==> src/marching_squares_contour_points_assert.svh <==
// assertion macros shared by the contour point modules
// plain text macros, no dependencies
`ifndef MARCHING_SQUARES_CONTOUR_POINTS_ASSERT_SVH
`define MARCHING_SQUARES_CONTOUR_POINTS_ASSERT_SVH

// condition holds at every edge out of reset
`define MSQ_ASSERT_ALWAYS(lbl, clock, resetn, cond, msg) \
    lbl: assert property (@(posedge clock) disable iff (!resetn) (cond)) else $error(msg);

// consequent holds in the same cycle as the antecedent
`define MSQ_ASSERT_IMPLIES(lbl, clock, resetn, ante, cons, msg) \
    lbl: assert property (@(posedge clock) disable iff (!resetn) (ante) |-> (cons)) \
        else $error(msg);

// consequent holds in the cycle after the antecedent
`define MSQ_ASSERT_NEXT(lbl, clock, resetn, ante, cons, msg) \
    lbl: assert property (@(posedge clock) disable iff (!resetn) (ante) |=> (cons)) \
        else $error(msg);

`endif

==> src/msq_fifo.sv <==
// small register queue used for cell jobs and for finished points
// uses the assertion macro header
`default_nettype none

module msq_fifo #(
    parameter int WIDTH = 8,
    parameter int DEPTH = 4
) (
    input  wire logic             clk,
    input  wire logic             rst_n,
    input  wire logic             push,
    input  wire logic [WIDTH-1:0] wdata,
    output logic                  full,
    input  wire logic             pop,
    output logic [WIDTH-1:0]      rdata,
    output logic                  empty
);

    localparam int PTR_W = $clog2(DEPTH);
    localparam int CNT_W = $clog2(DEPTH + 1);

    logic [WIDTH-1:0] data_reg [DEPTH];
    logic [PTR_W-1:0] wr_ptr_reg, wr_ptr_next;
    logic [PTR_W-1:0] rd_ptr_reg, rd_ptr_next;
    logic [CNT_W-1:0] count_reg, count_next;
    logic             wr_go;
    logic             rd_go;

    assign full  = (count_reg == CNT_W'(DEPTH));
    assign empty = (count_reg == '0);
    assign wr_go = push && !full;
    assign rd_go = pop && !empty;
    assign rdata = data_reg[rd_ptr_reg];

    always_comb
    begin
        wr_ptr_next = wr_ptr_reg;
        rd_ptr_next = rd_ptr_reg;
        count_next  = count_reg;
        if (wr_go)
        begin
            wr_ptr_next = wr_ptr_reg + 1'b1;
        end
        if (rd_go)
        begin
            rd_ptr_next = rd_ptr_reg + 1'b1;
        end
        if (wr_go && !rd_go)
        begin
            count_next = count_reg + 1'b1;
        end
        else if (rd_go && !wr_go)
        begin
            count_next = count_reg - 1'b1;
        end
    end

    always_ff @(posedge clk or negedge rst_n)
    begin
        if (!rst_n)
        begin
            wr_ptr_reg <= '0;
            rd_ptr_reg <= '0;
            count_reg  <= '0;
        end
        else
        begin
            wr_ptr_reg <= wr_ptr_next;
            rd_ptr_reg <= rd_ptr_next;
            count_reg  <= count_next;
        end
    end

    always_ff @(posedge clk)
    begin
        if (wr_go)
        begin
            data_reg[wr_ptr_reg] <= wdata;
        end
    end

    `include "marching_squares_contour_points_assert.svh"

    `MSQ_ASSERT_ALWAYS(a_fifo_count_bound, clk, rst_n, count_reg <= CNT_W'(DEPTH), "fifo count above depth")
    `MSQ_ASSERT_NEXT(a_fifo_count_up, clk, rst_n, wr_go && !rd_go, count_reg == $past(count_reg) + 1'b1, "fifo count did not grow on lone write")

endmodule

`default_nettype wire

==> config.mk <==
export PLATFORM = sky130hd
export DESIGN_NAME = msq_fifo
export DESIGN_NICKNAME = d
export VERILOG_FILES = /design/src/msq_fifo.sv
export VERILOG_INCLUDE_DIRS = /design/src /design/src/src
export SDC_FILE = /design/constraint.sdc
export NUM_CORES = 1
export LEC_CHECK = 0
export BUFFER_PORTS_ARGS = -buffer_cell sky130_fd_sc_hd__buf_2
export CAP_MARGIN = 15
export CELL_PAD_IN_SITES_DETAIL_PLACEMENT = 1
export CELL_PAD_IN_SITES_GLOBAL_PLACEMENT = 1
export CORE_UTILIZATION = 51
export DETAILED_ROUTE_END_ITERATION = 10
export PLACE_DENSITY_LB_ADDON = 0.1
export SLEW_MARGIN = 40
export SYNTH_ARGS = -nofsm -noshare
export SYNTH_HDL_FRONTEND = slang
export SYNTH_SLANG_ARGS = --single-unit
==> constraint.sdc <==
create_clock -name clk -period 3.3 [get_ports clk]
set_input_delay 0.165 -clock clk [delete_from_list [all_inputs] [get_ports clk]]
set_output_delay 0.165 -clock clk [all_outputs]
set_load 0.05 [all_outputs]
==> results of run 1 <==
==> power by group through the flow <==
stage / clock (mW) / combinational (mW) / sequential (mW)
detailed placement: 0 / 0.722 / 0.801
global route: 0.267 / 0.763 / 0.807
global placement: 0 / 0.711 / 0.793
CTS: 0.253 / 0.725 / 0.790
finish: 0.241 / 0.711 / 0.786
floorplan: 0 / 0.645 / 0.723
==> cell type report <==
class	count	area (um^2)	area share
flip-flops and latches	39	1140	0.638
multi-input cells	32	422	0.237
repair buffers	22	115	0.0646
clock buffers	7	55.1	0.0309
well taps	31	38.8	0.0218
inverters	3	11.3	0.00632
clock inverters	1	3.75	0.00211
==> through the flow <==
stage                     hold WS [ns]  instance area [um^2]  total power [mW]  setup slack, ns
after floorplan                 -0.131                  1590              1.37            0.374
after global placement         0.00790                  1710              1.50             1.27
after detailed placement       0.00841                  1710              1.52             1.19
after CTS                       0.0197                  1780              1.77             1.16
after global routing            0.0208                  1780              1.84            0.961
final                           0.0439                  1780              1.74             1.19
==> path summary, 6_finish.rpt <==
kind / startpoint / to / slack, ns / depth (start not counted)
setup / recovery: count_reg[0] / count_reg[2] / 1.19 / 8
hold / removal: wdata[2] / data_reg[1][2] / 0.04 / 1
setup reg to reg: count_reg[0] / count_reg[2] / 1.19 / 8
hold reg to reg: count_reg[2] / count_reg[2] / 0.51 / 1
max in group asynchronous: rst_n / wr_ptr_reg[1] / 2.95 / 2
min in group asynchronous: rst_n / wr_ptr_reg[0] / 0.19 / 2
==> metal layers <==
metal | routed length (um) | global-route usage
met5 | 0 | 0
met4 | 32 | 0.0612
met3 | 92 | 0.0603
met2 | 1190 | 0.269
met1 | 1110 | 0.231
==> cell families after synthesis <==
group	count (synthesis)
buffers and inverters	6
DFF	39
and+or+nand+nor	10
muxes	10
adders and majority gates	6
xor gates and xnor gates	6
==> critical path: cells and delay by family, from the launching register on <==
family,cells,cell delay [ns]
xor gates and xnor gates,2,0.30
adders and majority gates,2,0.58
buffers and inverters,1,0.06
DFF,1,0.47
and+or+nand+nor,3,0.62
==> Yosys cell counts, types with 2 or more instances <==
| master | n | area share |
|---|---|---|
| mux4_2 | 8 | 0.11 |
| edfxtp_1 | 32 | 0.60 |
| inv_1 | 3 | 0.0071 |
| xnor2_1 | 4 | 0.022 |
| ha_1 | 5 | 0.039 |
| xor2_1 | 2 | 0.011 |
| and2_2 | 4 | 0.019 |
| dfrtp_1 | 7 | 0.11 |
==> results by group, run 1 <==
Outcome
  – Status: finished with violations
  – Failing checks: design-rule violations

Finish
  – Most frequent cells in the layout: edfxtp_1, buf_2, mux4_2, dfrtp_1
  – Nets: 121
  – Layout area overhead: 12.1%
  – Fillcell total: roughly 270
  – Fin util: 0.625
  – Post-route non-filler standard cell count: 135
  – Diode count: 0
  – Layout cells sized above 1: 0.413
  – Max reg flops: 32
  – Most common library cell in the layout ignoring fill and taps: edfxtp_1

Yosys
  – Synthesized area: 1590 um^2
  – Xor/xnor share of the synthesized area: 0.0331
  – Post-synth cell types: 20
  – Simple-gate share of the synthesized area: 0.0504
  – Mapped Nets: 95
  – Register bit total from synthesis: 39
  – Yosys warning total: 0
  – Post-synth top flop: edfxtp_1
  – Largest family of logic cells by synthesized area: multiplexers
  – Register area share after synthesis: 0.715
  – Number of flops mapped to enable cells by yosys: 32
  – Ys async rst share: 0.179
  – Multiplexer share of the synthesized area: 0.130
  – Compound-Gate Fraction of Synth Area: 0
  – Post-Syn Instances: 77
  – Adder-cell area share of the yosys netlist: 0.0520
  – Avg Inst Size Synth: just over 20 um^2

Power and ir drop
  – PD cells: between 900 and 1000 nW/um^2
  – Logic gate share of total power: 0.409
  – VDD IR max: roughly 0.00053 V
  – Int Pwr: 1.04 mW
  – P_leak: about 0.67 nW
  – Psw: approximately 700 uW
  – Clock power share: 0.139
  – Flop pwr share: 0.452
  – Switching share of power: 0.403

CTS
  – Root Buffer: clkbuf_4
  – Clk slew on worst S/H paths: 0.11 ns
  – Post-CTS Hold Buffers: 1
  – Skew-Pair Late Insertion Delay: around 0.33 ns
  – Clock sink total: 39
  – CTS tree: done
  – Num CTS Buffers: 5
  – Setup bufs post-CTS: 0
  – Post-CTS sizing: 0
  – CTS H-tree depth: 2
  – Clock buffer depth: 2

Floorplanning
  – Initial Util: 0.557
  – Die Y: approximately 58 um
  – Core ar.: between 2000 and 3000 um^2
  – Die Wd: 57.8 um
  – Die ar.: around 3300 um^2
  – Rows: 19
  – I/O pin total: 22

STA
  – F_max: 0.475 GHz
  – Hold Vio Cnt, Final: 0
  – RSZ-0062 raised after global routing: false
  – Min cycle time layout: 2.11 ns
  – Tcrit/Tclk final: 0.638
  – Final Max Slew Viols: 0
  – Final Setup Violations: 0
  – Worst slew pin tran: between 0.6 and 0.7 ns
  – Slew HR: 0.590
  – Setup TNS: 0 ns
  – Clock skew: ~0.011 ns

Detailed routing
  – Detailed-route wire length per cell: between 15 and 20 um
  – Antenna Nets Post-Route: 0
  – DRT Pass-1 Iters: 7
  – Initial DRC count: 14
  – Drt drc: 1
  – Total wire length: around 2400 um
  – Via density: around 5.5
  – DR vias: approximately 740

Place
  – I/O Buffers: 21
  – GP Congestion: 0.649
  – DP Wirelength: 1720 um
  – DP Cell Count: about 130

Critical path
  – Crit path launch type: flop
  – Critical path data arrival time: ~2.4 ns
  – Slowest cell on crit path: dfrtp_1
  – Critical Path, Cell by Cell: nor3_1 -> nand2b_1 -> ha_1 -> inv_1 -> fa_1 -> xor2_1 -> nor2_1 -> xor2_1
  – Most frequent CP cell: xor2_1
  – Critical Path RT: 3.55 ns
  – Critical path peak fanout: 4
  – Crit end category: flop
  – Critical path class: reg -> reg
  – Slowest stage delay, CP: roughly 0.47 ns

Hold path
  – Hold crit path type: in -> reg

Global routing
  – Vias in the first global route: just over 800
  – Antenna violations before repair: 0
  – First-pass GRT wire length: 4020 um
  – Largest net degree at the start of global routing: 12
  – Total global-route track usage: 0.174
  – GR Overflow Total: 0

Job
  – Max Cap Viol: 0
(Power assumes the default switching activity.)
==> run 2, diff against run 1 <==
--- a/config.mk
+++ b/config.mk
@@ -10,7 +10,7 @@
 export CAP_MARGIN = 15
 export CELL_PAD_IN_SITES_DETAIL_PLACEMENT = 1
 export CELL_PAD_IN_SITES_GLOBAL_PLACEMENT = 1
-export CORE_UTILIZATION = 51
+export CORE_UTILIZATION = 48
 export DETAILED_ROUTE_END_ITERATION = 10
 export PLACE_DENSITY_LB_ADDON = 0.1
 export SLEW_MARGIN = 40
==> constraint.sdc (replaced) <==
create_clock -name clk -period 1.97 [get_ports clk]
set_input_delay 0.0985 -clock clk [delete_from_list [all_inputs] [get_ports clk]]
set_output_delay 0.0985 -clock clk [all_outputs]
set_load 0.05 [all_outputs]
==> run 2 against run 1 <==
Against the previous run:
- the run now ends clean
- first-iteration DRC count grew 21%
- critical path depth unchanged
- core utilization rose by 2.0 points
- critical endpoint unchanged
- register-to-register slack got worse by 1.1 ns
- combinational power rose by 100%
- routed wire length is 19% higher
- sequential cell count is the same
==> results by group, run 2 (synthesized netlist as in run 1, its figures left out) <==
Critical path
  – Critical path class: reg -> reg
  – Reg-to-reg critical path startpoint: count_reg[0]
  – Crit end category: flop
  – Worst Reg-to-Reg Cells: 8
  – R2r endpoint: count_reg[2]
  – Critical path peak fanout: 4
  – Crit path launch type: flop
  – R2R Setup Slk: 0.13 ns
  – Critical path data arrival time: roughly 2.1 ns
  – Critical Path RT: about 2.2 ns

Global routing
  – Antenna violations before repair: 0
  – Largest net degree at the start of global routing: 13
  – First-pass GRT wire length: 4180 um
  – GR Overflow Total: 0
  – Vias in the first global route: 849
  – Total global-route track usage: 0.178

STA
  – F_max: roughly 0.54 GHz
  – Hold_ws: 0.0698 ns
  – Final Setup Violations: 0
  – Final worst setup slack: 0.134 ns
  – Worst slew pin tran: between 0.4 and 0.5 ns
  – Min cycle time layout: approximately 1.8 ns
  – Slew HR: 0.703
  – Tcrit/Tclk final: 0.932
  – Final Max Slew Viols: 0
  – Hold Vio Cnt, Final: 0
  – Clock skew: approximately 0.0071 ns

Place
  – I/O Buffers: 21
  – DP Cell Count: ~140
  – DP Wirelength: around 1900 um
  – Pre-CTS setup slack: between 0.03 and 0.04 ns
  – GP Congestion: between 0.6 and 0.7

Floorplanning
  – I/O pin total: 22
  – Rows: 20
  – Die ar.: between 3000 and 4000 um^2
  – Die Wd: approximately 60 um
  – Initial Util: 0.512
  – Core ar.: 3100 um^2
  – Die Y: between 50 and 60 um

Finish
  – Most common library cell in the layout ignoring fill and taps: edfxtp_1
  – Post-route non-filler standard cell count: roughly 160
  – Fin util: 0.644
  – Fillcell total: around 300
  – Most frequent cells in the layout: edfxtp_1, buf_2, dlygate4sd3_1, mux4_2, buf_4
  – Diode count: 0
  – FF+latch area: around 1100 um^2
  – Area of the multi-input gates: ~460 um^2
  – Nets: 136
  – Max reg flops: 32
  – Layout cells sized above 1: 0.496
  – Layout area overhead: 25.8%

Outcome
  – Status: finished, final reports clean

Power and ir drop
  – VDD IR max: roughly 0.00070 V
  – P_leak: roughly 0.76 nW
  – PD cells: approximately 1600 nW/um^2

Detailed routing
  – Antenna Nets Post-Route: 0
  – DRT Pass-1 Iters: 4
  – Total wire length: 2870 um
  – Via density: 4.91
  – Detailed-route wire length per cell: around 18 um
  – DR vias: 800
  – Initial DRC count: 17
  – Drt drc: 0

CTS
  – Clock sink total: 39
  – Skew-Pair Late Insertion Delay: about 0.34 ns
  – CTS H-tree depth: 2
  – Num CTS Buffers: 5
  – Root Buffer: clkbuf_4
  – Clock buffer depth: 2
  – CTS tree: done
  – Clk slew on worst S/H paths: between 0.1 and 0.15 ns

Job
  – Max Cap Viol: 0

Hold path
  – HP Start: pop
  – Worst hold endpoint: rd_ptr_reg[1]
  – Hold path cells: 3
  – Hold crit path type: in -> reg
run 2: cell count changes in the layout (fill, tap and decap cells not counted), moves of 2 or more:
cell,previous run,this run
dlygate4sd3_1,1,9
dfrtp_2,0,2
dfrtp_1,7,5
buf_4,0,7
run 2: metrics by stage:
step,instance area [um^2],setup TNS [ns],power (mW)
floorplan,1620,-0.425,2.34
global placement,1770,0,2.59
detailed placement,1770,0,2.63
CTS,1950,0,3.20
global route,2000,-0.0127,3.42
finish,2000,0,3.25
run 2: report_power, final:
group          leakage [nW]  internal, mW  switching [mW]  total (mW)
clock network        0.0482         0.300           0.253       0.553
registers             0.373          1.12           0.159        1.28
logic                 0.338         0.571           0.848        1.42
run 2: routing by layer:
layer  part of all wire  GRT usage  up-vias
li1                   -          -      375
met1               0.41      0.212      400
met2               0.54      0.295       19
met3              0.029     0.0437        6
met4              0.021     0.0997        0
met5                  0          0        -
run 2: repair_timing:
| item | CTS | global route |
|---|---|---|
| resized for setup | 0 | 3 |
| hold buffers | 9 | 0 |
| hold endpoints to repair | 39 | 0 |
| setup buffers | 0 | 5 |
| setup endpoints to repair | 0 | 2 |
run 2: final cells by class:
class / count / share of cell area
clock buffer: 6 / 0.0257
clock inverter: 2 / 0.0175
inverter: 3 / 0.00563
multi-input combinational: 32 / 0.230
sequential: 39 / 0.569
tap: 44 / 0.0275
timing repair buffer: 37 / 0.124
run 2: worst max-delay path by stage:
stage	start	to	slack (ns)	cells after the start
5_1_grt	count_reg[0]	count_reg[2]	-0.01	8
3_5_place_dp	count_reg[1]	count_reg[2]	0.03	8
6_report	count_reg[0]	count_reg[2]	0.13	8
4_1_cts	count_reg[1]	count_reg[2]	0.002	8
2_1_floorplan	count_reg[1]	count_reg[1]	-0.22	7
3_3_place_gp	count_reg[1]	count_reg[2]	0.11	8
run 2: worst max-delay path, stage by stage (launching register included):
cell,delay (ns)
dfrtp_2,0.47
nor3_4,0.20
nand2b_4,0.17
ha_4,0.14
inv_2,0.04
fa_2,0.33
xor2_1,0.15
nor2_1,0.14
xor2_1,0.15
