--- src/marching_squares_contour_points_assert.svh ---
// assertion macros shared by the contour point modules
// plain text macros, no dependencies
`ifndef MARCHING_SQUARES_CONTOUR_POINTS_ASSERT_SVH
`define MARCHING_SQUARES_CONTOUR_POINTS_ASSERT_SVH

// condition holds at every edge out of reset
`define MSQ_ASSERT_ALWAYS(lbl, clock, resetn, cond, msg) \
    lbl: assert property (@(posedge clock) disable iff (!resetn) (cond)) else $error(msg);

// consequent holds in the same cycle as the antecedent
`define MSQ_ASSERT_IMPLIES(lbl, clock, resetn, ante, cons, msg) \
    lbl: assert property (@(posedge clock) disable iff (!resetn) (ante) |-> (cons)) \
        else $error(msg);

// consequent holds in the cycle after the antecedent
`define MSQ_ASSERT_NEXT(lbl, clock, resetn, ante, cons, msg) \
    lbl: assert property (@(posedge clock) disable iff (!resetn) (ante) |=> (cons)) \
        else $error(msg);

`endif

--- src/msq_pkg.sv ---
// shared types and constants of the marching squares contour point block
// no dependencies
`default_nettype none

package msq_pkg;

    localparam int ISO_W       = 16;
    localparam int CX_W        = 11;
    localparam int CY_W        = 16;
    localparam int COORD_W     = 32;
    localparam int CFG_DATA_W  = 32;
    localparam int CFG_INDEX_W = 3;
    localparam int EDGE_W      = 2;
    localparam int EDGES       = 4;

    typedef enum logic [CFG_INDEX_W-1:0] {
        REG_ISOVALUE = 3'd0,
        REG_CELLS_X  = 3'd1,
        REG_CELLS_Y  = 3'd2,
        REG_X_ORIGIN = 3'd3,
        REG_Y_ORIGIN = 3'd4,
        REG_X_STEP   = 3'd5,
        REG_Y_STEP   = 3'd6
    } cfg_reg_t;

    typedef enum logic [EDGE_W-1:0] {
        EDGE_BOTTOM = 2'd0,
        EDGE_RIGHT  = 2'd1,
        EDGE_TOP    = 2'd2,
        EDGE_LEFT   = 2'd3
    } edge_t;

    typedef struct packed {
        logic signed [ISO_W-1:0]   isovalue;
        logic [CX_W-1:0]           cells_x;
        logic [CY_W-1:0]           cells_y;
        logic signed [COORD_W-1:0] x_origin;
        logic signed [COORD_W-1:0] y_origin;
        logic signed [COORD_W-1:0] x_step;
        logic signed [COORD_W-1:0] y_step;
    } cfg_t;

    localparam cfg_t CFG_RESET = '{
        isovalue: 16'sd0,
        cells_x:  11'd1,
        cells_y:  16'd1,
        x_origin: 32'sd0,
        y_origin: 32'sd0,
        x_step:   32'sd65536,
        y_step:   32'sd65536
    };

endpackage

`default_nettype wire

--- src/msq_back.sv ---
// back end: walks the crossed edges of one cell job, one midpoint per cycle while the point queue has room
// uses msq_pkg and the assertion macro header
`default_nettype none

module msq_back #(
    parameter int MAX_CELLS_X = 1024
) (
    input  wire logic clk,
    input  wire logic rst_n,
    input  wire logic job_empty,
    input  wire logic [msq_pkg::EDGES + 2 * (msq_pkg::COORD_W + $clog2(MAX_CELLS_X + 1) + 1)
                       + 2 * (msq_pkg::COORD_W + msq_pkg::CY_W + 1) - 1:0] job_data,
    output logic      job_pop,
    output logic      out_push,
    output logic [2 * msq_pkg::COORD_W + msq_pkg::EDGE_W:0] out_data,
    input  wire logic out_full
);

    import msq_pkg::*;

    localparam int CNT_W = $clog2(MAX_CELLS_X + 1);
    localparam int XC_W  = COORD_W + CNT_W + 1;
    localparam int YC_W  = COORD_W + CY_W + 1;
    localparam int SW    = ((XC_W > YC_W) ? XC_W : YC_W) + 1;

    logic [EDGES-1:0]          done_reg, done_next;
    logic [EDGES-1:0]          crossed;
    logic signed [XC_W-1:0]    xl;
    logic signed [XC_W-1:0]    xr;
    logic signed [YC_W-1:0]    yb;
    logic signed [YC_W-1:0]    yt;
    logic [EDGES-1:0]          pending;
    logic [EDGES-1:0]          sel_bit;
    logic [EDGES-1:0]          remaining;
    edge_t                     sel_edge;
    logic                      go;
    logic signed [XC_W:0]      x_sum;
    logic signed [YC_W:0]      y_sum;
    logic signed [XC_W:0]      x_mid;
    logic signed [YC_W:0]      y_mid;
    logic signed [SW-1:0]      px;
    logic signed [SW-1:0]      py;
    logic [COORD_W-1:0]        px_sat;
    logic [COORD_W-1:0]        py_sat;

    function automatic logic [COORD_W-1:0] sat_coord(input logic signed [SW-1:0] v);
        logic [SW-COORD_W:0] top;
        top = v[SW-1:COORD_W-1];
        if ((&top) || !(|top))
        begin
            return v[COORD_W-1:0];
        end
        return v[SW-1] ? {1'b1, {(COORD_W - 1){1'b0}}} : {1'b0, {(COORD_W - 1){1'b1}}};
    endfunction

    assign {crossed, xl, xr, yb, yt} = job_data;

    assign pending = crossed & ~done_reg;

    // edges go out in order bottom, right, top, left
    always_comb
    begin
        priority if (pending[EDGE_BOTTOM])
        begin
            sel_edge = EDGE_BOTTOM;
        end
        else if (pending[EDGE_RIGHT])
        begin
            sel_edge = EDGE_RIGHT;
        end
        else if (pending[EDGE_TOP])
        begin
            sel_edge = EDGE_TOP;
        end
        else
        begin
            sel_edge = EDGE_LEFT;
        end
    end

    assign sel_bit   = EDGES'(1) << sel_edge;
    assign remaining = pending & ~sel_bit;
    assign go        = !job_empty && !out_full;
    assign out_push  = go;
    assign job_pop   = go && (remaining == '0);

    always_comb
    begin
        done_next = done_reg;
        if (go)
        begin
            done_next = (remaining == '0) ? '0 : (done_reg | sel_bit);
        end
    end

    always_ff @(posedge clk or negedge rst_n)
    begin
        if (!rst_n)
        begin
            done_reg <= '0;
        end
        else
        begin
            done_reg <= done_next;
        end
    end

    // midpoints: exact sum, halved toward minus infinity
    assign x_sum = (XC_W + 1)'(xl) + (XC_W + 1)'(xr);
    assign y_sum = (YC_W + 1)'(yb) + (YC_W + 1)'(yt);
    assign x_mid = x_sum >>> 1;
    assign y_mid = y_sum >>> 1;

    always_comb
    begin
        unique case (sel_edge)
            EDGE_BOTTOM:
            begin
                px = SW'(x_mid);
                py = SW'(yb);
            end
            EDGE_RIGHT:
            begin
                px = SW'(xr);
                py = SW'(y_mid);
            end
            EDGE_TOP:
            begin
                px = SW'(x_mid);
                py = SW'(yt);
            end
            default:
            begin
                px = SW'(xl);
                py = SW'(y_mid);
            end
        endcase
    end

    assign px_sat   = sat_coord(px);
    assign py_sat   = sat_coord(py);
    assign out_data = {px_sat, py_sat, sel_edge, remaining == '0};

    `include "marching_squares_contour_points_assert.svh"

    `MSQ_ASSERT_IMPLIES(a_back_idle_clear, clk, rst_n, job_empty, done_reg == '0, "stale progress")
    `MSQ_ASSERT_IMPLIES(a_back_done_subset, clk, rst_n, !job_empty, (done_reg & ~crossed) == '0, "bad edge")

endmodule

`default_nettype wire

--- config.mk ---
export PLATFORM = sky130hd
export DESIGN_NAME = msq_back
export DESIGN_NICKNAME = d
export VERILOG_FILES = /design/src/msq_pkg.sv /design/src/msq_back.sv
export VERILOG_INCLUDE_DIRS = /design/src /design/src/src
export SDC_FILE = /design/constraint.sdc
export NUM_CORES = 1
export LEC_CHECK = 0
export BUFFER_PORTS_ARGS = -buffer_cell sky130_fd_sc_hd__buf_2
export CAP_MARGIN = 20
export CORE_MARGIN = 4
export CORE_UTILIZATION = 50
export DETAILED_ROUTE_END_ITERATION = 12
export PLACE_DENSITY = 0.81
export SLEW_MARGIN = 20
export SYNTH_ARGS = -nofsm -noshare
export SYNTH_HDL_FRONTEND = slang
export SYNTH_SLANG_ARGS = --single-unit
--- constraint.sdc ---
create_clock -name clk -period 3.65 [get_ports clk]
set_clock_uncertainty 0.2 [all_clocks]
set_input_delay 0.1825 -clock clk [delete_from_list [all_inputs] [get_ports clk]]
set_output_delay 0.1825 -clock clk [all_outputs]
set_load 0.005 [all_outputs]
==> impl_metrics.json, run 1 <==
{
  "status": "aborted with a tool error",
  "die_x_um": 139,
  "worstEndpointGrtRepair": "out_data[39]",
  "cts.sinks": 4,
  "netlist_area_sq_mm": 0.00860,
  "row_count": 47,
  "synth_flop_cell": "dfrtp_1",
  "synth_seq_cells": 4,
  "fp.dieH_um": 139,
  "htree_levels": 1,
  "grt_max_degree": 40,
  "endpoint_type": "primary output",
  "grt_usage": 0.727,
  "numCtsBuffers": 3,
  "clock_path_buffers": 2,
  "yosysUniqueCellTypes": 72,
  "io_buffer_count": 262,
  "root_buffer": "clkbuf_16",
  "synth_edf_count": 0,
  "start_util": 0.515,
  "ios": 263,
  "postSynthCellCount": 1320,
  "firstError": "[ERROR GRT-0232] Routing congestion too high. Check the congestion heatmap in the GUI.",
  "yosysSeqAreaShare": 0.0116,
  "avgSynthCellArea_sq_um": 6.52,
  "post-dp-hpwl_um": 35100,
  "overflow": 101,
  "lastStage": "global routing",
  "async_flop_share": 1.00,
  "place_area_sq_mm": 0.0131,
  "place_congestion": 1.08,
  "syn-num-nets": 1607,
  "placed_cells": 2127,
  "yosysWarnings": 0
}
## metal layers
layer  overflow  GRT usage
met5          0      0.228
met4         42      0.745
met3          0      0.576
met2         58      0.917
met1          1      0.699
## metrics by stage
step,setup slack (ns),util
floorplan,-0.0783,-
global placement,-0.916,0.786
detailed placement,-0.975,0.786
CTS,-0.637,0.862
## cell families after synthesis
group,synth area share
XOR/XNOR,0.0723
AO/OA/AOI/OAI,0.390
multiplexers,0.0816
adder cells (fa/ha/maj),0.137
flip-flops,0.0116
buffers and inverters,0.0580
AND/OR/NAND/NOR,0.250
## cell usage after synthesis, drive strengths merged, types with 8 or more instances
cell | instances | area, sq um
a21oi | 149 | 746
a21o | 22 | 165
or3 | 10 | 62.6
nand2 | 154 | 578
nor4 | 11 | 68.8
o211ai | 31 | 233
nor3 | 37 | 185
nor2 | 93 | 349
inv | 30 | 113
xnor2 | 41 | 359
and3 | 13 | 81.3
nand2b | 18 | 113
o21a | 18 | 136
o22ai | 8 | 63.8
o31ai | 9 | 67.6
xor2 | 30 | 263
a222oi | 32 | 320
ha | 91 | 1140
nor2b | 11 | 68.8
nand4 | 36 | 225
o21bai | 14 | 105
mux2i | 69 | 691
a211oi | 28 | 215
a31oi | 14 | 93.8
and4 | 9 | 78.8
nand3 | 28 | 140
o2111ai | 8 | 70.1
buf | 15 | 101
o21ai | 120 | 604
clkbuf | 76 | 285
and2 | 11 | 68.8
## what timing repair did
| action | in CTS |
|---|---|
| hold buffers | 1 |
| endpoints found under the hold margin | 4 |
| pin swaps | 67 |
| setup buffers | 28 |
| gates cloned | 5 |
| endpoints found under the setup margin | 62 |
| resized for setup | 163 |
==> run 2, diff against run 1 <==
--- a/config.mk
+++ b/config.mk
@@ -9,9 +9,9 @@
 export BUFFER_PORTS_ARGS = -buffer_cell sky130_fd_sc_hd__buf_2
 export CAP_MARGIN = 20
 export CORE_MARGIN = 4
-export CORE_UTILIZATION = 50
+export CORE_UTILIZATION = 35
 export DETAILED_ROUTE_END_ITERATION = 12
-export PLACE_DENSITY = 0.81
+export PLACE_DENSITY_LB_ADDON = 0.15
 export SLEW_MARGIN = 20
 export SYNTH_ARGS = -nofsm -noshare
 export SYNTH_HDL_FRONTEND = slang
==> constraint.sdc (replaced) <==
create_clock -name clk -period 4.75 [get_ports clk]
set_clock_uncertainty 0.2 [all_clocks]
set_input_delay 0.2375 -clock clk [delete_from_list [all_inputs] [get_ports clk]]
set_output_delay 0.2375 -clock clk [all_outputs]
set_load 0.005 [all_outputs]
==> run 2 against run 1 <==
The flow now finishes without violations; synthesized cell count unchanged; area after synthesis unchanged.
==> impl_metrics.json, run 2 <==
{
  "row_count": 57,
  "core_sq_mm": 0.0242,
  "p_switching_mw": 1.40,
  "finalHoldViolCount": 0,
  "synth_flop_cell": "dfrtp_1",
  "post_drt_wl_per_cell_um": 20.0,
  "power_density_mw_per_mm2": 229,
  "areaGrowthSynthToFinish_pct": 25.0,
  "worst-endpoint-arrival_ns": 4.23,
  "yosysUniqueCellTypes": 72,
  "numCtsBuffers": 3,
  "yosys.area_share.simple": 0.250,
  "grtUsageMet2": 0.459,
  "start_util": 0.355,
  "nets": 1855,
  "p_comb_frac": 0.924,
  "yosysSeqAreaShare": 0.0116,
  "async_flop_share": 1.00,
  "path_depth": 16,
  "final_core_util": 0.444,
  "synthAdderAreaFrac": 0.137,
  "synthTopCellsByCount": "nand2_1, a21oi_1, o21ai_0",
  "power_leakage_nw": 4.81,
  "min_path_type": "primary input to flip-flop",
  "path_class": "primary input to output pin",
  "grt_pass1_vias": 10767,
  "drc": 0,
  "synth_compound_area_frac": 0.390,
  "layout_worst_path_cycle_share": 0.983,
  "critPathCaptureType": "output pin",
  "synth_top_family_by_area": "compound AO/OA/AOI/OAI gates",
  "io_buffer_count": 262,
  "status": "complete, no violations",
  "clock_latency_ns": 0.22,
  "synth.area.top_cells": "ha_1, a21oi_1, mux2i_1",
  "fp.dieH_um": 165,
  "worstMarginPinSlew_ns": 0.832,
  "power.total_mw": 2.46,
  "ios": 263,
  "grt-busiest-layer": "met2",
  "dieArea_sq_mm": 0.0272,
  "synthMuxAreaShare": 0.0816,
  "final_cell_mix": "buf_2, nand2_1, a21oi_1, o21ai_0, ha_1",
  "clockPowerShare": 0.053,
  "cts.sinks": 4,
  "post-dp-hpwl_um": 31000,
  "synth_seq_cells": 4,
  "swShare": 0.567,
  "ant_nets": 0,
  "final_common_cell": "buf_2",
  "place_congestion": 0.968,
  "synth_most_common_cell": "nand2_1",
  "path_cells": "buf_2, ha_1, nand4_1, or2_2, or3_1, a31oi_2, nor3_1, xnor2_1, a2111o_1, nor4_1, nand4_1, nor3_1, nor2_4, buf_12, mux2i_1, buf_2",
  "r2r_cells": 7,
  "syn-num-nets": 1607,
  "met1_usage": 0.324,
  "finalWirelength_um": 37800,
  "clock_path_buffers": 2,
  "yosysWarnings": 0,
  "drt-initial-drc-count": 969,
  "n_fill_cell": 2657,
  "netlist_area_sq_mm": 0.00860,
  "htree_levels": 1,
  "synth_edf_count": 0,
  "irDropWorstVdd_mv": 0.105,
  "netlist.top_cell.by_area": "ha_1",
  "largest_reg_flops": 4,
  "start_kind": "primary input",
  "p_seq_frac": 0.023,
  "root_buffer": "clkbuf_16",
  "slew_violations": 0,
  "postSynthCellCount": 1320,
  "grt_pass1_wl_um": 56400,
  "critPathMaxStageDelay_ns": 0.42,
  "grt_use_met3": 0.0195,
  "via_count": 11406,
  "clkSlewWorstSetupHoldPaths_ns": 0.03,
  "whs_path_depth": 3,
  "cp_slowest_cell": "a2111o_1",
  "synth_xor_area_frac": 0.0723,
  "antenna_found_initial": 2,
  "drtPass1Iterations": 8,
  "cpLargestDelayFamily": "simple AND/OR/NAND/NOR gates",
  "viasPerCell": 6.03,
  "relSlewSlack": 0.442,
  "cts_tree": "done",
  "p_int_mw": 1.07,
  "setup_tns_ns": 0,
  "min_period_ns": 4.67,
  "setup_viol": 0,
  "grt_usage": 0.254,
  "drv_cap": 0,
  "crit_buf_inv": 3,
  "drive_gt1_frac": 0.239,
  "grt_max_degree": 40,
  "overflow": 0,
  "r2r_slack_ns": 2.45,
  "place_area_sq_mm": 0.0105,
  "crit_path_max_fanout": 31,
  "max_freq_ghz": 0.214,
  "avgSynthCellArea_sq_um": 6.52,
  "finalInstanceArea_sq_mm": 0.0108,
  "synth_top_area_frac": 0.132,
  "required_ns": 4.31,
  "die_x_um": 165
}
==> run 2: final cells by class <==
| class | count | area [sq um] | share of cell area |
|---|---|---|---|
| Timing Repair Buffer | 334 | 1910 | 0.178 |
| Tap cell | 324 | 405 | 0.0377 |
| Clock buffer | 3 | 75.1 | 0.00698 |
| Sequential cell | 4 | 100 | 0.00931 |
| Antenna cell | 1 | 2.50 | 0.000233 |
| Multi-Input combinational cell | 1195 | 8150 | 0.758 |
| Inverter | 30 | 113 | 0.0105 |
==> run 2: final timing paths <==
path,to,from
worst max-delay path,out_data[23],job_data[20]
worst max register to register,done_reg[2],done_reg[2]
worst min-delay path,done_reg[0],job_data[186]
max in group asynchronous,done_reg[3],rst_n
min in group asynchronous,done_reg[0],rst_n
worst min register to register,done_reg[3],done_reg[3]
==> run 2: per-stage QoR <==
stage | cells | hold WS, ns | setup slack, ns
floorplan | 1320 | -0.258 | 0.609
detailed placement | 1878 | -0.152 | 0.0256
global route | 1891 | 0.168 | -0.0369
finish | 1891 | 0.123 | 0.0793
CTS | 1882 | 0.126 | 0.00839
global placement | 1878 | -0.154 | 0.0617
==> run 2: per-layer routing <==
metal  vias to the layer above  part of all wire
met3                        64             0.065
met4                         2             0.028
met5                         -           0.00034
met1                      5272              0.42
met2                       497              0.48
li1                       5571                 -
==> run 2: power by group through the flow <==
| stage | combinational, mW | clock (mW) | sequential [mW] |
|---|---|---|---|
| 2_1_floorplan | 1.40 | 0 | 0.0529 |
| 3_3_place_gp | 2.22 | 0 | 0.0567 |
| 3_5_place_dp | 2.23 | 0 | 0.0575 |
| 4_1_cts | 2.24 | 0.132 | 0.0569 |
| 5_1_grt | 2.50 | 0.133 | 0.0588 |
| 6_report | 2.28 | 0.130 | 0.0567 |
==> run 2: kinds of logic after synthesis <==
family,Yosys count
muxes,70
and+or+nand+nor,448
buffers and inverters,121
adders and majority gates,93
AOI/OAI and AO/OA,513
xor gates and xnor gates,71
DFF,4
==> run 2: worst min-delay path: cells and delay by family <==
family / cells / cell delay [ns]
AND/OR/NAND/NOR: 1 / 0.08
AO/OA/AOI/OAI: 1 / 0.07
buffers and inverters: 1 / 0.12
==> run 2: what timing repair did <==
| item | CTS | global route |
|---|---|---|
| endpoints found under the hold margin | 4 | 0 |
| hold buffers | 1 | 0 |
| resized for setup | 1 | 20 |
| setup buffers | 0 | 6 |
| endpoints found under the setup margin | 1 | 62 |
| pin swaps | 0 | 4 |
| gates cloned | 0 | 2 |
Power figures use the tool's default switching activity.
==> run 3, diff against run 2 <==
--- a/config.mk
+++ b/config.mk
@@ -9,7 +9,7 @@
 export BUFFER_PORTS_ARGS = -buffer_cell sky130_fd_sc_hd__buf_2
 export CAP_MARGIN = 20
 export CORE_MARGIN = 4
-export CORE_UTILIZATION = 35
+export CORE_UTILIZATION = 50
 export DETAILED_ROUTE_END_ITERATION = 12
 export PLACE_DENSITY_LB_ADDON = 0.15
 export SLEW_MARGIN = 20
==> constraint.sdc (replaced) <==
create_clock -name clk -period 4.75 [get_ports clk]
set_clock_uncertainty 0.2 [all_clocks]
set_input_delay 0.475 -clock clk [delete_from_list [all_inputs] [get_ports clk]]
set_output_delay 0.475 -clock clk [all_outputs]
set_load 0.005 [all_outputs]
==> run 3 against run 2 <==
Largest power group unchanged; critical path type unchanged; the run now ends with DRC, setup timing left; worst hold slack gained 0.18 ns; highest routed layer is now met4; via count up 18%; sequential share of layout area decreased by 0.18 points.
==> impl_metrics.json, run 3 (same netlist as run 2, synthesis figures left out) <==
{
  "final_common_cell": "buf_2",
  "grt_usage": 0.375,
  "start_util": 0.515,
  "grt_max_degree": 43,
  "clock_path_buffers": 2,
  "drive_gt1_frac": 0.403,
  "irDropWorstVdd_mv": 0.182,
  "root_buffer": "clkbuf_16",
  "drtPass1Iterations": 13,
  "grt_pass1_vias": 12586,
  "overflow": 0,
  "crit_path_max_fanout": 7,
  "core_sq_mm": 0.0167,
  "p_comb_frac": 0.935,
  "numCtsBuffers": 3,
  "via_count": 13511,
  "worst-endpoint-arrival_ns": 4.36,
  "setup_tns_ns": -5.77,
  "ant_nets": 0,
  "p_switching_mw": 1.61,
  "setup_viol": 31,
  "drv_cap": 0,
  "worstMarginPinSlew_ns": 0.944,
  "critPathCaptureType": "output pin",
  "final_core_util": 0.799,
  "clock_latency_ns": 0.23,
  "min_period_ns": 5.03,
  "drc": 3,
  "grt_pass1_wl_um": 62100,
  "power_density_mw_per_mm2": 221,
  "r2r_slack_ns": 2.40,
  "place_congestion": 1.03,
  "finalWirelength_um": 43600,
  "largest_reg_flops": 4,
  "final_cell_mix": "buf_2, buf_4, nand2_1, a21oi_1, o21ai_0",
  "row_count": 47,
  "clkSlewWorstSetupHoldPaths_ns": 0.03,
  "areaGrowthSynthToFinish_pct": 55.0,
  "clockPowerShare": 0.046,
  "power.total_mw": 2.94,
  "finalHoldViolCount": 0,
  "htree_levels": 1,
  "cts_tree": "done",
  "min_path_type": "flip-flop to flip-flop",
  "post-dp-hpwl_um": 29900,
  "io_buffer_count": 262,
  "max_freq_ghz": 0.199,
  "slew_violations": 0,
  "die_x_um": 139,
  "p_seq_frac": 0.019,
  "swShare": 0.547,
  "status": "finished, violations left",
  "drt-initial-drc-count": 1608,
  "worst_slack_ns": -0.283,
  "ios": 263,
  "path_class": "primary input to output pin",
  "nets": 2054,
  "p_int_mw": 1.33,
  "antenna_found_initial": 1,
  "start_kind": "primary input",
  "rsz0062_at_grt": "true",
  "layout_worst_path_cycle_share": 1.06,
  "fp.dieH_um": 139,
  "viasPerCell": 6.80,
  "cts.sinks": 4,
  "dieArea_sq_mm": 0.0194,
  "power_leakage_nw": 5.92,
  "violations": "DRC, setup timing",
  "required_ns": 4.07,
  "post_drt_wl_per_cell_um": 22.0,
  "relSlewSlack": 0.368
}
[run 3: path summary, 6_finish.rpt]
check                                   start      endpoint  cells past startpoint
worst max-delay path            job_data[120]  out_data[57]                     18
worst min-delay path              done_reg[3]   done_reg[3]                      2
worst max register to register    done_reg[1]   done_reg[3]                      6
worst min register to register    done_reg[3]   done_reg[3]                      2
max in group asynchronous               rst_n   done_reg[1]                      2
min in group asynchronous               rst_n   done_reg[0]                      2
[run 3: repair_timing]
item / CTS / global route
hold endpoints to repair: 4 / 0
gates cloned: 2 / 4
hold buffers: 1 / 0
setup buffers: 31 / 9
gates resized for setup: 91 / 144
setup endpoints to repair: 62 / 62
pin swaps: 39 / 47
[run 3: routing by layer]
| layer | up-vias | share of wire | global-route usage |
|---|---|---|---|
| li1 | 5973 | - | - |
| met5 | - | 0 | 0 |
| met2 | 1071 | 0.46 | 0.666 |
| met1 | 6126 | 0.35 | 0.440 |
| met3 | 341 | 0.10 | 0.0328 |
| met4 | 0 | 0.086 | 0.217 |
[run 3: layout make-up]
class | instances | area [sq um]
diodes | 1 | 2.50
clock buffers | 3 | 75.1
fillers | 1199 | 3360
inverters | 30 | 113
multi-input cells | 1195 | 9190
flip-flops and latches | 4 | 100
well taps | 220 | 275
repair buffers | 533 | 3580
[run 3: per-stage QoR]
step / cells / worst slack [ns] / hold slack (ns) / area [sq um]
final: 1986 / -0.283 / 0.300 / 13300
after global routing: 1986 / -0.468 / 0.337 / 13300
after CTS: 1973 / -0.00679 / 0.302 / 12500
after detailed placement: 1938 / -0.339 / 0.0818 / 11600
after global placement: 1938 / -0.298 / 0.0816 / 11600
after floorplan: 1320 / 0.134 / -0.0206 / 8600
[run 3: worst max-delay path, stage by stage]
cell	delay (ns)
buf_2	0.11
ha_1	0.40
buf_4	0.21
a21oi_1	0.30
o21ai_0	0.17
a21oi_1	0.16
o21ai_0	0.17
a31oi_2	0.26
buf_4	0.17
xnor2_1	0.10
o21ai_0	0.09
or2_1	0.26
or4_4	0.53
o22ai_4	0.18
buf_12	0.18
buf_12	0.15
mux2i_1	0.26
buf_2	0.17
[run 3: power by group through the flow]
stage                     Sequential [mW]  Clock, mW  Combinational (mW)
after global routing               0.0581      0.138                2.94
after floorplan                    0.0529          0                1.40
after global placement             0.0558          0                2.33
final                              0.0565      0.136                2.75
after detailed placement           0.0567          0                2.36
after CTS                          0.0565      0.137                2.48
==> run 4, diff against run 3 <==
--- a/config.mk
+++ b/config.mk
@@ -9,7 +9,7 @@
 export BUFFER_PORTS_ARGS = -buffer_cell sky130_fd_sc_hd__buf_2
 export CAP_MARGIN = 20
 export CORE_MARGIN = 4
-export CORE_UTILIZATION = 50
+export CORE_UTILIZATION = 40
 export DETAILED_ROUTE_END_ITERATION = 12
 export PLACE_DENSITY_LB_ADDON = 0.15
 export SLEW_MARGIN = 20
==> constraint.sdc (replaced) <==
create_clock -name clk -period 5.2 [get_ports clk]
set_clock_uncertainty 0.2 [all_clocks]
set_input_delay 0.52 -clock clk [delete_from_list [all_inputs] [get_ports clk]]
set_output_delay 0.52 -clock clk [all_outputs]
set_load 0.005 [all_outputs]
==> run 4 against run 3 <==
The flow now finishes without violations; sequential cell count unchanged; register-to-register slack better by 0.60 ns; critical path depth down 1; design area down 17%; die area up 23%; combinational power down 22%; via count down 15%; routed wire length down 16%; setup slack better by 0.36 ns; cell count down 6.0%; clock power down 11%; critical endpoint is now out_data[42]; largest power group unchanged; highest routed layer is now met5.
==> impl_metrics.json, run 4 (same netlist as run 2, synthesis figures left out) <==
{
  "root_buffer": "clkbuf_16",
  "io_buffer_count": 262,
  "cts.sinks": 4,
  "antenna_found_initial": 1,
  "n_fill_cell": 2145,
  "grt_usage": 0.280,
  "clock_path_buffers": 2,
  "drc": 0,
  "grt_max_degree": 44,
  "required_ns": 4.48,
  "htree_levels": 1,
  "setup_viol": 0,
  "worst_slack_ns": 0.0791,
  "relSlewSlack": 0.535,
  "whs_path_depth": 2,
  "path_class": "primary input to output pin",
  "drv_cap": 0,
  "via_count": 11492,
  "drt-initial-drc-count": 979,
  "dieArea_sq_mm": 0.0239,
  "start_util": 0.408,
  "grt_pass1_vias": 10741,
  "path_cells": "buf_2, ha_1, a21oi_1, o211ai_1, a221oi_1, o21ai_1, buf_4, a31oi_2, buf_4, xnor2_1, o21ai_0, or2_1, or4_4, o22ai_4, clkbuf_16, mux2i_1, buf_2",
  "die_x_um": 155,
  "critPathCaptureType": "output pin",
  "clkSlewWorstSetupHoldPaths_ns": 0.03,
  "numCtsBuffers": 3,
  "worst-endpoint-arrival_ns": 4.40,
  "pre_cts_slack_ns": -0.0399,
  "place_area_sq_mm": 0.0106,
  "slew_violations": 0,
  "finalHoldViolCount": 0,
  "cts_tree": "done",
  "crit_path_max_fanout": 8,
  "final_common_cell": "buf_2",
  "setup_tns_ns": 0,
  "final_cell_mix": "buf_2, nand2_1, a21oi_1, o21ai_0, nor2_1",
  "finalWirelength_um": 36600,
  "layout_worst_path_cycle_share": 0.985,
  "cp_slowest_cell": "or4_4",
  "clock_latency_ns": 0.23,
  "final_cells": 1867,
  "power_density_mw_per_mm2": 208,
  "areaGrowthSynthToFinish_pct": 29.1,
  "drtPass1Iterations": 6,
  "ios": 263,
  "fp.dieH_um": 155,
  "place_congestion": 0.942,
  "core_sq_mm": 0.0211,
  "overflow": 0,
  "multi_input_area_sq_mm": 0.00836,
  "irDropWorstVdd_mv": 0.106,
  "grt_pass1_wl_um": 56200,
  "start_kind": "primary input",
  "max_freq_ghz": 0.195,
  "nets": 1879,
  "r2r_cells": 6,
  "power_leakage_nw": 4.95,
  "min_path_type": "flip-flop to flip-flop",
  "drive_gt1_frac": 0.266,
  "ant_nets": 0,
  "placed_cells": 1852,
  "post_drt_wl_per_cell_um": 19.6,
  "min_period_ns": 5.12,
  "status": "complete, no violations",
  "critPathMaxStageDelay_ns": 0.53,
  "finalInstanceArea_sq_mm": 0.0111,
  "worstMarginPinSlew_ns": 0.689,
  "largest_reg_flops": 4,
  "regArea_sq_um": 100,
  "post-dp-hpwl_um": 29800,
  "viasPerCell": 6.16,
  "power.total_mw": 2.31,
  "row_count": 53
}
[run 4: critical path, delay by kind of cell]
kind            cells  cell delay (ns)
compound gates      7             1.57
simple gates        2             0.78
fa+ha+maj           1             0.37
buf+inv             5             0.85
mux                 1             0.21
xor+xnor            1             0.10
[run 4: path summary, 6_finish.rpt]
kind                                 to           from  slack, ns
setup / recovery           out_data[42]  job_data[110]       0.08
hold / removal              done_reg[3]    done_reg[3]       0.29
setup reg to reg            done_reg[2]    done_reg[2]       3.00
hold reg to reg             done_reg[3]    done_reg[3]       0.29
max in group asynchronous   done_reg[2]          rst_n       4.17
min in group asynchronous   done_reg[0]          rst_n       0.50
[run 4: cell type report]
cell class | instances | area share
Clock buffer | 3 | 0.00676
Inverter | 30 | 0.0101
Tap cell | 275 | 0.0310
Sequential cell | 4 | 0.00901
Timing Repair Buffer | 358 | 0.190
Antenna cell | 2 | 0.000450
Multi-Input combinational cell | 1195 | 0.753
[run 4: metal layers]
layer	global-route usage	wire, um	up-vias
met2	0.492	17700	471
met5	0	13	-
met1	0.372	15500	5338
met3	0.0227	2400	65
met4	0.0652	969	2
li1	-	-	5616
[run 4: timing repair]
action | in CTS | in global routing
endpoints found under the setup margin | 31 | 62
gates cloned | 0 | 3
buffers inserted | 0 | 6
endpoints found under the hold margin | 4 | 0
gates resized for setup | 2 | 60
pin swaps | 0 | 27
hold buffers | 1 | 0
[run 4: power breakdown]
group	internal, mW	switching (mW)	total, mW
sequential	0.0427	0.00969	0.0524
clock	0.0984	0.0227	0.121
combinational	0.880	1.26	2.14
total	1.02	1.29	2.31
[run 4: metrics by stage]
step                      hold WS [ns]   util
after global placement           0.130  0.503
final                            0.294  0.527
after CTS                        0.298  0.507
after floorplan                 0.0244      -
after detailed placement         0.134  0.503
after global routing             0.355  0.527
